===== src/rtl/pixel_blend_four_mode_assert.svh =====
// Assertion macros used by the blender's control module.
`ifndef PIXEL_BLEND_FOUR_MODE_ASSERT_SVH
`define PIXEL_BLEND_FOUR_MODE_ASSERT_SVH

// Clocked check that is switched off while reset is held.
`define PBFM_ASSERT(lbl, clk, rst_n, prop, msg) \
    lbl: assert property (@(posedge clk) disable iff (!rst_n) prop) \
        else $error(msg);

// Clocked check that also runs during reset.
`define PBFM_ASSERT_RST(lbl, clk, prop, msg) \
    lbl: assert property (@(posedge clk) prop) else $error(msg);

`endif


===== src/rtl/pbfm_pkg.sv =====
`default_nettype none

package pbfm_pkg;

    // Number of register stages from input to output.
    localparam int NSTG = 5;

    localparam logic [8:0]  W_ONE     = 9'd256;
    localparam logic [15:0] ALPHA_DEN = 16'd65280;
    localparam logic [7:0]  CH_MAX    = 8'd255;
    localparam logic [15:0] SQ_MAX    = 16'd65025;
    // ceil(2^23 / 255); exact floor(x / 255) for any 16-bit x.
    localparam logic [15:0] RECIP_255 = 16'd32897;

    typedef enum logic [1:0] {
        MODE_ALPHA  = 2'd0,
        MODE_ADD    = 2'd1,
        MODE_MUL    = 2'd2,
        MODE_SCREEN = 2'd3
    } t_mode;

    typedef enum logic {
        CFG_MODE   = 1'b0,
        CFG_WEIGHT = 1'b1
    } t_cfg_idx;

    // Per-stage load enables and valid flags of the pipeline.
    typedef struct packed {
        logic [NSTG-1:0] en;
        logic [NSTG-1:0] vld;
    } t_ctl;

endpackage

`default_nettype wire


===== src/rtl/pbfm_ctrl.sv =====
`default_nettype none
`include "pixel_blend_four_mode_assert.svh"

module pbfm_ctrl (
    input  wire logic          i_clk,
    input  wire logic          i_rst_n,
    input  wire logic          i_in_vld,
    input  wire logic          i_out_rdy,
    output logic               o_in_rdy,
    output pbfm_pkg::t_ctl     o_ctl
);
    import pbfm_pkg::*;

    logic [NSTG-1:0] r_vld;
    logic [NSTG-1:0] n_vld;
    logic [NSTG:0]   rdy;
    logic [NSTG-1:0] vld_in;
    logic            acc_in;
    logic            acc_out;

    // A stage may load when it is empty or when the stage after it moves on.
    always_comb begin
        rdy[NSTG] = i_out_rdy;
        for (int k = NSTG - 1; k >= 0; k--) begin
            rdy[k] = !r_vld[k] || rdy[k+1];
        end
        vld_in = {r_vld[NSTG-2:0], i_in_vld};
        n_vld  = (rdy[NSTG-1:0] & vld_in) | (~rdy[NSTG-1:0] & r_vld);
    end

    always_ff @(posedge i_clk) begin
        if (!i_rst_n) begin
            r_vld <= '0;
        end else begin
            r_vld <= n_vld;
        end
    end

    // No input transaction is taken while reset is held.
    assign o_in_rdy  = rdy[0] && i_rst_n;
    assign o_ctl.en  = rdy[NSTG-1:0];
    assign o_ctl.vld = r_vld;
    assign acc_in    = i_in_vld && o_in_rdy;
    assign acc_out   = r_vld[NSTG-1] && i_out_rdy;

    `PBFM_ASSERT_RST(a_rst_clear, i_clk, !i_rst_n |=> (r_vld == '0), "valid flags survive reset")
    `PBFM_ASSERT(a_count, i_clk, i_rst_n, 1'b1 |=> ($countones(r_vld) == $past($countones(r_vld)) + $past(acc_in) - $past(acc_out)), "pixel lost or duplicated in pipeline")
    `PBFM_ASSERT(a_no_overwrite, i_clk, i_rst_n, ((r_vld[NSTG-2:0] & rdy[NSTG-2:0] & r_vld[NSTG-1:1] & ~rdy[NSTG-1:1]) == '0), "stage overwrites a stalled stage")
    `PBFM_ASSERT(a_ready_free, i_clk, i_rst_n, (r_vld != '1) |-> rdy[0], "input stalled while pipeline has room")

endmodule

`default_nettype wire


===== src/rtl/pbfm_chan.sv =====
`default_nettype none

module pbfm_chan (
    input  wire logic            i_clk,
    input  wire pbfm_pkg::t_ctl  i_ctl,
    input  wire pbfm_pkg::t_mode i_mode,
    input  wire logic [8:0]      i_w,
    input  wire logic [15:0]     i_ws,
    input  wire logic [7:0]      i_d,
    input  wire logic [7:0]      i_s,
    output logic [7:0]           o_ch
);
    import pbfm_pkg::*;

    logic [7:0]  ax;
    logic [15:0] ay;
    logic [15:0] by;
    logic [23:0] sum;
    logic [8:0]  addsum;
    logic [15:0] x;
    logic [7:0]  add;

    logic [23:0] r_pa;
    logic [23:0] r_pb;
    t_mode       r_mode2;
    logic [15:0] r_x3;
    logic        r_byp3;
    logic [7:0]  r_add3;
    logic [30:0] r_q4;
    logic        r_byp4;
    logic [7:0]  r_add4;
    logic [7:0]  r_ch5;

    // Operand selection: one general product and one weighted source product.
    always_comb begin
        unique case (i_mode)
            MODE_ALPHA: begin
                ax = i_d;
                ay = ALPHA_DEN - i_ws;
                by = i_ws;
            end
            MODE_ADD: begin
                ax = i_d;
                ay = 16'd1;
                by = {7'd0, i_w};
            end
            MODE_MUL: begin
                ax = i_d;
                ay = {8'd0, i_s};
                by = '0;
            end
            MODE_SCREEN: begin
                ax = CH_MAX - i_d;
                ay = {8'd0, CH_MAX - i_s};
                by = '0;
            end
            default: begin
                ax = '0;
                ay = '0;
                by = '0;
            end
        endcase
    end

    always_ff @(posedge i_clk) begin
        if (i_ctl.en[1]) begin
            r_pa    <= {16'd0, ax} * {8'd0, ay};
            r_pb    <= {16'd0, i_s} * {8'd0, by};
            r_mode2 <= i_mode;
        end
    end

    // Reduce to a 16-bit dividend for the shared divide by 255, except
    // additive mode, which finishes here with a saturating add.
    always_comb begin
        sum    = r_pa + r_pb;
        addsum = {1'b0, r_pa[7:0]} + r_pb[16:8];
        add    = addsum[8] ? CH_MAX : addsum[7:0];
        unique case (r_mode2)
            MODE_ALPHA:  x = sum[23:8];
            MODE_ADD:    x = '0;
            MODE_MUL:    x = r_pa[15:0];
            MODE_SCREEN: x = SQ_MAX - r_pa[15:0];
            default:     x = '0;
        endcase
    end

    always_ff @(posedge i_clk) begin
        if (i_ctl.en[2]) begin
            r_x3   <= x;
            r_byp3 <= (r_mode2 == MODE_ADD);
            r_add3 <= add;
        end
    end

    // The dividend never exceeds 65025, so the product fits in 31 bits.
    always_ff @(posedge i_clk) begin
        if (i_ctl.en[3]) begin
            r_q4   <= 31'({16'd0, r_x3} * {16'd0, RECIP_255});
            r_byp4 <= r_byp3;
            r_add4 <= r_add3;
        end
    end

    always_ff @(posedge i_clk) begin
        if (i_ctl.en[4]) begin
            r_ch5 <= r_byp4 ? r_add4 : r_q4[30:23];
        end
    end

    assign o_ch = r_ch5;

endmodule

`default_nettype wire


===== src/rtl/pixel_blend_four_mode.sv =====
// An accepted input transaction passes through the five stages to the output.
// Throughput: one pixel per clock unless the output stalls; one register per stage.
// A stalled output holds its stage, and earlier stages keep filling any empty slots.
// Reset (synchronous, active low) empties the pipeline, sets alpha mode and
// a weight of 1.0 (256).
`default_nettype none

module pixel_blend_four_mode (
    input  wire logic        i_clk,
    input  wire logic        i_rst_n,
    // Configuration write port: index 0 blend mode, index 1 weight.
    input  wire logic        i_cfg_we,
    input  wire logic        i_cfg_idx,
    input  wire logic [8:0]  i_cfg_data,
    // Input pixel pair.
    input  wire logic        s_axis_tvalid,
    output logic             s_axis_tready,
    // tdata, lowest bits first: dst_blue, dst_green, dst_red,
    // src_blue, src_green, src_red, src_alpha (8 bits each).
    input  wire logic [55:0] s_axis_tdata,
    // Blended pixel.
    output logic             m_axis_tvalid,
    input  wire logic        m_axis_tready,
    // tdata, lowest bits first: out_blue, out_green, out_red, out_alpha.
    output logic [31:0]      m_axis_tdata
);
    import pbfm_pkg::*;

    // Config registers, unguarded: change them only while no pixel is in flight.
    t_mode      r_mode;
    logic [8:0] r_weight;

    always_ff @(posedge i_clk) begin
        if (!i_rst_n) begin
            r_mode   <= MODE_ALPHA;
            r_weight <= W_ONE;
        end else if (i_cfg_we) begin
            unique case (t_cfg_idx'(i_cfg_idx))
                CFG_MODE:   r_mode   <= t_mode'(i_cfg_data[1:0]);
                CFG_WEIGHT: r_weight <= i_cfg_data;
                default:    ;
            endcase
        end
    end

    // Pipeline control: one valid flag per stage and a ready chain that
    // lets bubbles collapse, so the input keeps flowing while the output
    // waits as long as any stage is empty.
    t_ctl ctl;

    pbfm_ctrl u_ctrl (
        .i_clk     (i_clk),
        .i_rst_n   (i_rst_n),
        .i_in_vld  (s_axis_tvalid),
        .i_out_rdy (m_axis_tready),
        .o_in_rdy  (s_axis_tready),
        .o_ctl     (ctl)
    );

    // Stage 1: capture the pixel together with the mode, the weight clamped
    // to 1.0 and the alpha-scaled weight w*sa (at most 65280) shared by the
    // three color channels.
    logic [8:0]  w_eff;
    logic [16:0] ws_full;

    t_mode       r_mode1;
    logic [8:0]  r_w1;
    logic [15:0] r_ws1;
    logic [7:0]  r_d1 [3];
    logic [7:0]  r_s1 [3];

    always_comb begin
        w_eff   = (r_weight > W_ONE) ? W_ONE : r_weight;
        ws_full = {8'd0, w_eff} * {9'd0, s_axis_tdata[55:48]};
    end

    always_ff @(posedge i_clk) begin
        if (ctl.en[0]) begin
            r_mode1 <= r_mode;
            r_w1    <= w_eff;
            r_ws1   <= ws_full[15:0];
            for (int c = 0; c < 3; c++) begin
                r_d1[c] <= s_axis_tdata[8*c +: 8];
                r_s1[c] <= s_axis_tdata[24 + 8*c +: 8];
            end
        end
    end

    // Stages 2 to 5: one datapath lane per color channel. Each lane forms
    // its products, reduces them to a dividend, divides by 255 through a
    // reciprocal multiply (additive: saturating add) and registers the final byte.
    logic [7:0] ch [3];

    for (genvar c = 0; c < 3; c++) begin : g_lane
        pbfm_chan u_chan (
            .i_clk  (i_clk),
            .i_ctl  (ctl),
            .i_mode (r_mode1),
            .i_w    (r_w1),
            .i_ws   (r_ws1),
            .i_d    (r_d1[c]),
            .i_s    (r_s1[c]),
            .o_ch   (ch[c])
        );
    end

    // The output alpha is always opaque.
    assign m_axis_tvalid = ctl.vld[NSTG-1];
    assign m_axis_tdata  = {CH_MAX, ch[2], ch[1], ch[0]};

endmodule

`default_nettype wire


===== config.mk =====
export PLATFORM = sky130hd
export DESIGN_NAME = pixel_blend_four_mode
export DESIGN_NICKNAME = d
export VERILOG_FILES = /design/src/rtl/pbfm_pkg.sv /design/src/rtl/pbfm_ctrl.sv /design/src/rtl/pbfm_chan.sv /design/src/rtl/pixel_blend_four_mode.sv
export VERILOG_INCLUDE_DIRS = /design/src /design/src/rtl
export SDC_FILE = /design/constraint.sdc
export NUM_CORES = 2
export LEC_CHECK = 0
export BUFFER_PORTS_ARGS = -buffer_cell sky130_fd_sc_hd__buf_2
export CAP_MARGIN = 40
export CORE_MARGIN = 2
export CORE_UTILIZATION = 38
export DETAILED_ROUTE_END_ITERATION = 10
export HOLD_SLACK_MARGIN = 0.05
export PLACE_DENSITY = 0.56
export SETUP_SLACK_MARGIN = 0.2
export SLEW_MARGIN = 10
export SYNTH_ARGS = -nofsm -noshare
export SYNTH_HDL_FRONTEND = slang
export SYNTH_SLANG_ARGS = --single-unit

===== constraint.sdc =====
create_clock -name i_clk -period 10.7 [get_ports i_clk]
set_clock_uncertainty 0.05 [all_clocks]
set_input_delay 2.14 -clock i_clk [delete_from_list [all_inputs] [get_ports i_clk]]
set_output_delay 2.14 -clock i_clk [all_outputs]
set_load 0.01 [all_outputs]

; ---- Word level (Yosys, flattened, before mapping)
; Memory sizes are Yosys's and may differ from the RTL's.
; Index checks and enable logic that the tools add are counted.
; Widths: inputs -> output; s select.
[totals]
word_cells = 103
ff_bits = 404
rom_bits = 0
latchBits = 0
output_inout_bits = 34
input_bits = 71
ramBits = 48
n_memories = 2
[classes]
addsub = 16
n_shift = 0
div = 0
magnitude_cmp = 1
eq_ne = 6
bitwise = 5
n_mul = 10
n_reduce_logical = 17
muxes = 16
[mem_list]
columns = memory, words, word_bits, rd, rd_clocked_by_memory_dff, wr, line_no
row1 = r_d1, 3, 8, 3, 0, 3, pixel_blend_four_mode.sv:69  ; logic [7:0] r_d1 [3];
row2 = r_s1, 3, 8, 3, 0, 3, pixel_blend_four_mode.sv:70  ; logic [7:0] r_s1 [3];
[op_table]
columns = cell, n
row1 = $pmux 16 s4, 6
row2 = $mul 8x16->24, 6
row3 = $mul 16x16->31 const B, 3
row4 = $add 24x24->24, 3
row5 = $sub 16x16->16 const A, 4
row6 = $pmux 16 s3, 1
row7 = $pmux 8 s2, 3
row8 = $sub 8x8->8 const A, 6
row9 = $add 8x9->9, 3
row10 = $mux 8, 3
row11 = $mul 9x8->16, 1
row12 = $and 5x5->5, 2
row13 = $gt 9x9->1 const B, 1
row14 = $mux 9, 1
row15 = $eq 2x2->1 const B, 4
row16 = $logic_not 1->1, 5
row17 = $logic_or 1x1->1, 5
row18 = $not 5->5, 1
row19 = $or 5x5->5, 1
row20 = $eq 2x1->1 const B, 2
row21 = $logic_not 2->1, 2
row22 = $reduce_and 2->1, 2
row23 = $reduce_or 3->1, 1
row24 = $mux 1, 2
row25 = other kinds (3), 3

; ---- Depth between registers and ports, before layout
[logic_depth]
ltp_word = 9
depth_mapped = 26
depth_no_buf = 25

; ---- By module
; A second synthesis with hierarchy kept.
[hier_totals]
cells_unflattened = 5172
hier_area_um2 = 49678.9
[by_module_without_submodules]
columns = mod, area_each_um2, cells_per_inst, seq_area_each_um2, n_inst
row1 = pbfm_chan (g_lane[0].u_chan), 14923.1, 1593, 3002.9, 1
row2 = pbfm_chan (g_lane[2].u_chan), 14864.3, 1580, 3002.9, 1
row3 = pbfm_chan (g_lane[1].u_chan), 14541.4, 1548, 3002.9, 1
row4 = pixel_blend_four_mode, 5133.7, 426, 2472.4, 1
row5 = pbfm_ctrl, 216.5, 25, 100.1, 1

; ---- Worst setup path before layout
; OpenSTA, ideal clock, no wires.
[synth_timing]
path_kind = input -> output
startpoint = input port m_axis_tready
endpoint = output port s_axis_tready
required_ns = 8.510
setup_slack_ns = 3.297
t_arrival_ns = 5.213
path_buffers = 0
path_stages = 4
cell_sequence = nor2b_1 and3_1 nand3_1 and2_1
[synth_between]
elab_chain_len = 6
[synth_lines]
columns = item, line_no
row1 = from (decl), pixel_blend_four_mode.sv:23  ; input wire logic m_axis_tready,
row2 = $logic_or 1x1->1 (5 in series), pbfm_ctrl.sv:25  ; rdy[k] = !r_vld[k] || rdy[k+1];
row3 = $logic_and 1x1->1, pbfm_ctrl.sv:40  ; assign o_in_rdy = rdy[0] && i_rst_n;
row4 = to (decl), pixel_blend_four_mode.sv:17  ; output logic s_axis_tready,
; Every way passes these cells.

; ---- Worst setup path after layout
[layout_timing]
startpoint = register r_ws1[5]
endpoint = register g_lane[1].u_chan.r_pa[22], data pin
[layout_between]
elab_chain_len = 3
[layout_lines]
columns = item, line_no
row1 = from (decl), pixel_blend_four_mode.sv:68  ; logic [15:0] r_ws1;
row2 = from (signal assigned), pixel_blend_four_mode.sv:81  ; r_ws1 <= ws_full[15:0];
row3 = $sub 16x16->16, pbfm_chan.sv:39  ; ay = ALPHA_DEN - i_ws;
row4 = $pmux 16 s4, pbfm_chan.sv:36  ; unique case (i_mode)
row5 = $mul 8x16->24, pbfm_chan.sv:67  ; r_pa <= {16'd0, ax} * {8'd0, ay};
row6 = to (signal assigned), pbfm_chan.sv:67
row7 = to (decl), pbfm_chan.sv:23  ; logic [23:0] r_pa;
; Every way passes these cells.
; A chain may end at the register's enable or synchronous reset.

==> metrics.yaml <==
layout_commonest_cell: "inv_1"
syn_inst: 4742
netlist_top_cells_area: "edfxtp_1 (24%), fa_1 (24%), ha_1 (16%), inv_1 (5.4%), nor2_1 (3.5%)"
power_leakage_nw: 25.0
synthArstFlopShare_pct: 0
fp.dieH_um: 354
reg2reg_from: "r_ws1[5]"
cp.required_ns: 11.05
synth_area_per_cell_um2: 9.83
utilization_pct: 41.9
synth_fa_ha_area_share_pct: 39.2
numCtsBuffers: 50
vdd_drop_max_mv: 0.214
syn2layout_area_growth_pct: 9.32
startpoint_type: "flop"
path_class: "flop to flop"
synth_mux_area_share_pct: 1.03
synth_warnings: 0
cap_violations: 0
hold_viol_final: 0
tightest_slew_ns: 0.974
cp.arrival_ns: 7.44
htree_levels: 2
place_congestion: 0.900
hold_start: "g_lane[0].u_chan.r_add3[4]"
die-area_mm2: 0.126
tns_ns: 0
period_share_pct: 66.3
vias: 33200
fmax_mhz: 141
synth_compound_area_share_pct: 8.34
grt_first_pass_wirelength_um: 201000
via_per_inst: 5.13
drv_slew: 0
ys_seq_area_share_pct: 24.3
synth_xor_area_share_pct: 5.17
synth.largest_area_cell: "edfxtp_1"
layout-drive-gt1-share_pct: 7.33
io_buffer_count: 96
status: "complete, no violations"
cts_tree: "yes"
ios: 105
hold_class: "flop to flop"
drtPass1Iterations: 6
critPathCaptureType: "flop"
clock_sinks: 383
clockRootBuffer: "clkbuf_16"
postRouteWirelength_um: 127000
insertion_delay_ns: 0.67
rows: 128
setup_viol: 0
overflow: 0
synth_top_area_share_pct: 23.6
diodes: 0
post_cts_buffers: 0
wl_per_cell_um: 19.7
layout_common_cells: "inv_1 (666), ha_1 (585), fa_1 (548), nor2_1 (433), nand2_1 (376)"
gr-usage-all-layers_pct: 20.7
clkTransAtPathRegs_ns: 0.06
ys_types: 78
num-nets-final: 6008
drcViolationCount: 0
ys_ff_latch: 383
antenna_left: 0
dpl.cell_count: 6377
ys.flop_type: "edfxtp_1"
slew_headroom_pct: 34.9
post_cts_resized: 0
p_total_mw: 14.2
finalWorstSetupSlack_ns: 3.61
drt-initial-drc-count: 1907
synth_edf_count: 367
start_util_pct: 38.3
cts_hold_buf: 0
die_w_um: 354
dp_hpwl_um: 101000
rsz0062_at_grt: "false"
antenna_found_initial: 7
synth_top_family_by_area: "adder cells"
critical_path.startpoint: "r_ws1[5]"
cp_max_fo: 10
syn_area_mm2: 0.0466
yosys.area_share.simple_pct: 15.0
nFillCells: 11900
place_ws_ns: 3.58
final_cell_count_no_fill: 6470
first_global_vias: 34400
core_area_mm2: 0.122
powerDensity_mw_per_mm2: 279
grt_start_max_net_pins: 86
finalCriticalPeriod_ns: 7.09
clk_path_buf_depth: 3
## logic make-up (layout without fill, tap and decap cells)
group	count (synthesis)	count (layout)
DFF	383	383
buffers and inverters	848	944
AOI/OAI and AO/OA	597	597
xor gates and xnor gates	275	275
and+or+nand+nor	1460	1460
muxes	45	45
adders and majority gates	1133	1133
other	1	8
## cells in the mapped netlist (5+ instances only)
cell type,number
and4_1,5
or3_1,18
a31oi_1,18
nor4_1,8
a21o_1,86
o2111ai_1,8
and3_1,122
a21oi_1,174
buf_4,11
edfxtp_1,367
o21a_1,32
mux2_2,25
inv_1,667
nor3b_1,6
nor2b_1,60
buf_1,13
a31o_2,9
a21boi_0,20
nand4_1,14
o41ai_1,8
o22ai_1,35
nand3_1,45
o211ai_1,8
and2_1,216
a211oi_1,12
mux2i_1,20
nand2b_1,39
fa_1,548
o21bai_1,9
ha_1,585
a211o_1,7
dfxtp_1,16
xnor2_1,171
nand2_1,379
nor2_1,434
a41oi_1,5
nor3_1,68
or2_2,38
clkbuf_1,154
xor2_1,104
o31ai_1,7
o21ai_0,109
## flip-flops by register name, summed over array words and instances (netlist names), 2 cells and up, named ones only
name and flops:
g_lane.u_chan.o_ch 24, g_lane.u_chan.r_add3 24, g_lane.u_chan.r_add4 24, g_lane.u_chan.r_mode2 2, g_lane.u_chan.r_pa 72, g_lane.u_chan.r_pb 72, g_lane.u_chan.r_q4 24, g_lane.u_chan.r_x3 48
r_d1 24, r_mode 2, r_mode1 2, r_s1 24, r_w1 9, r_weight 9, r_ws1 16
## power breakdown
group	switching, mW	leakage (nW)	internal (mW)
clock network	0.738	0.823	1.02
logic	5.56	20.0	3.79
registers	0.495	4.11	2.60
## stage by stage
step	hold slack [ns]	area, um2
2_1_floorplan	0.350	46700
3_5_place_dp	0.355	49300
6_report	0.364	51000
4_1_cts	0.370	51000
3_3_place_gp	0.352	49000
5_1_grt	0.387	51000
## worst max-delay path, cell delays in order (launching register included)
cell       delay [ns]
edfxtp_1         0.50
nor4_1           0.37
nand2b_1         0.14
nor3b_1          0.47
nor2_1           0.10
xnor2_1          0.15
buf_4            0.20
and2_0           0.46
nand2_1          0.15
fa_1             0.56
inv_1            0.06
fa_1             0.49
fa_1             0.49
inv_1            0.05
fa_1             0.47
inv_1            0.04
ha_1             0.36
a21o_1           0.19
a21o_1           0.17
a2111oi_0        0.40
a21oi_1          0.08
a41oi_1          0.28
o21ai_0          0.18
o41ai_1          0.33
xnor2_1          0.11
## worst paths after layout
path / to / slack (ns) / cells after the start
worst max-delay path: g_lane[1].u_chan.r_pa[22] / 3.61 / 24
worst min-delay path: g_lane[0].u_chan.r_add4[4] / 0.36 / 0
worst max register to register: g_lane[1].u_chan.r_pa[22] / 3.61 / 24
worst min register to register: g_lane[0].u_chan.r_add4[4] / 0.36 / 0
## cell type report
cell class              instances  area, um2  area share, %
clock inverters                41        454          0.891
multi-input cells            3518      32100           63.0
inverters                     668       2510           4.92
repair buffers                183       1260           2.47
well taps                    1625       2030           3.99
clock buffers                  52       1260           2.47
flip-flops and latches        383      11300           22.2
## metal layers
layer	GRT usage [%]	vias to the layer above	routed length (um)
met4	7.29	2	4660
met5	0	-	13
met1	28.2	16400	58000
li1	-	15800	-
met2	33.9	856	58300
met3	2.51	173	6250
(Power assumes the default switching activity.)
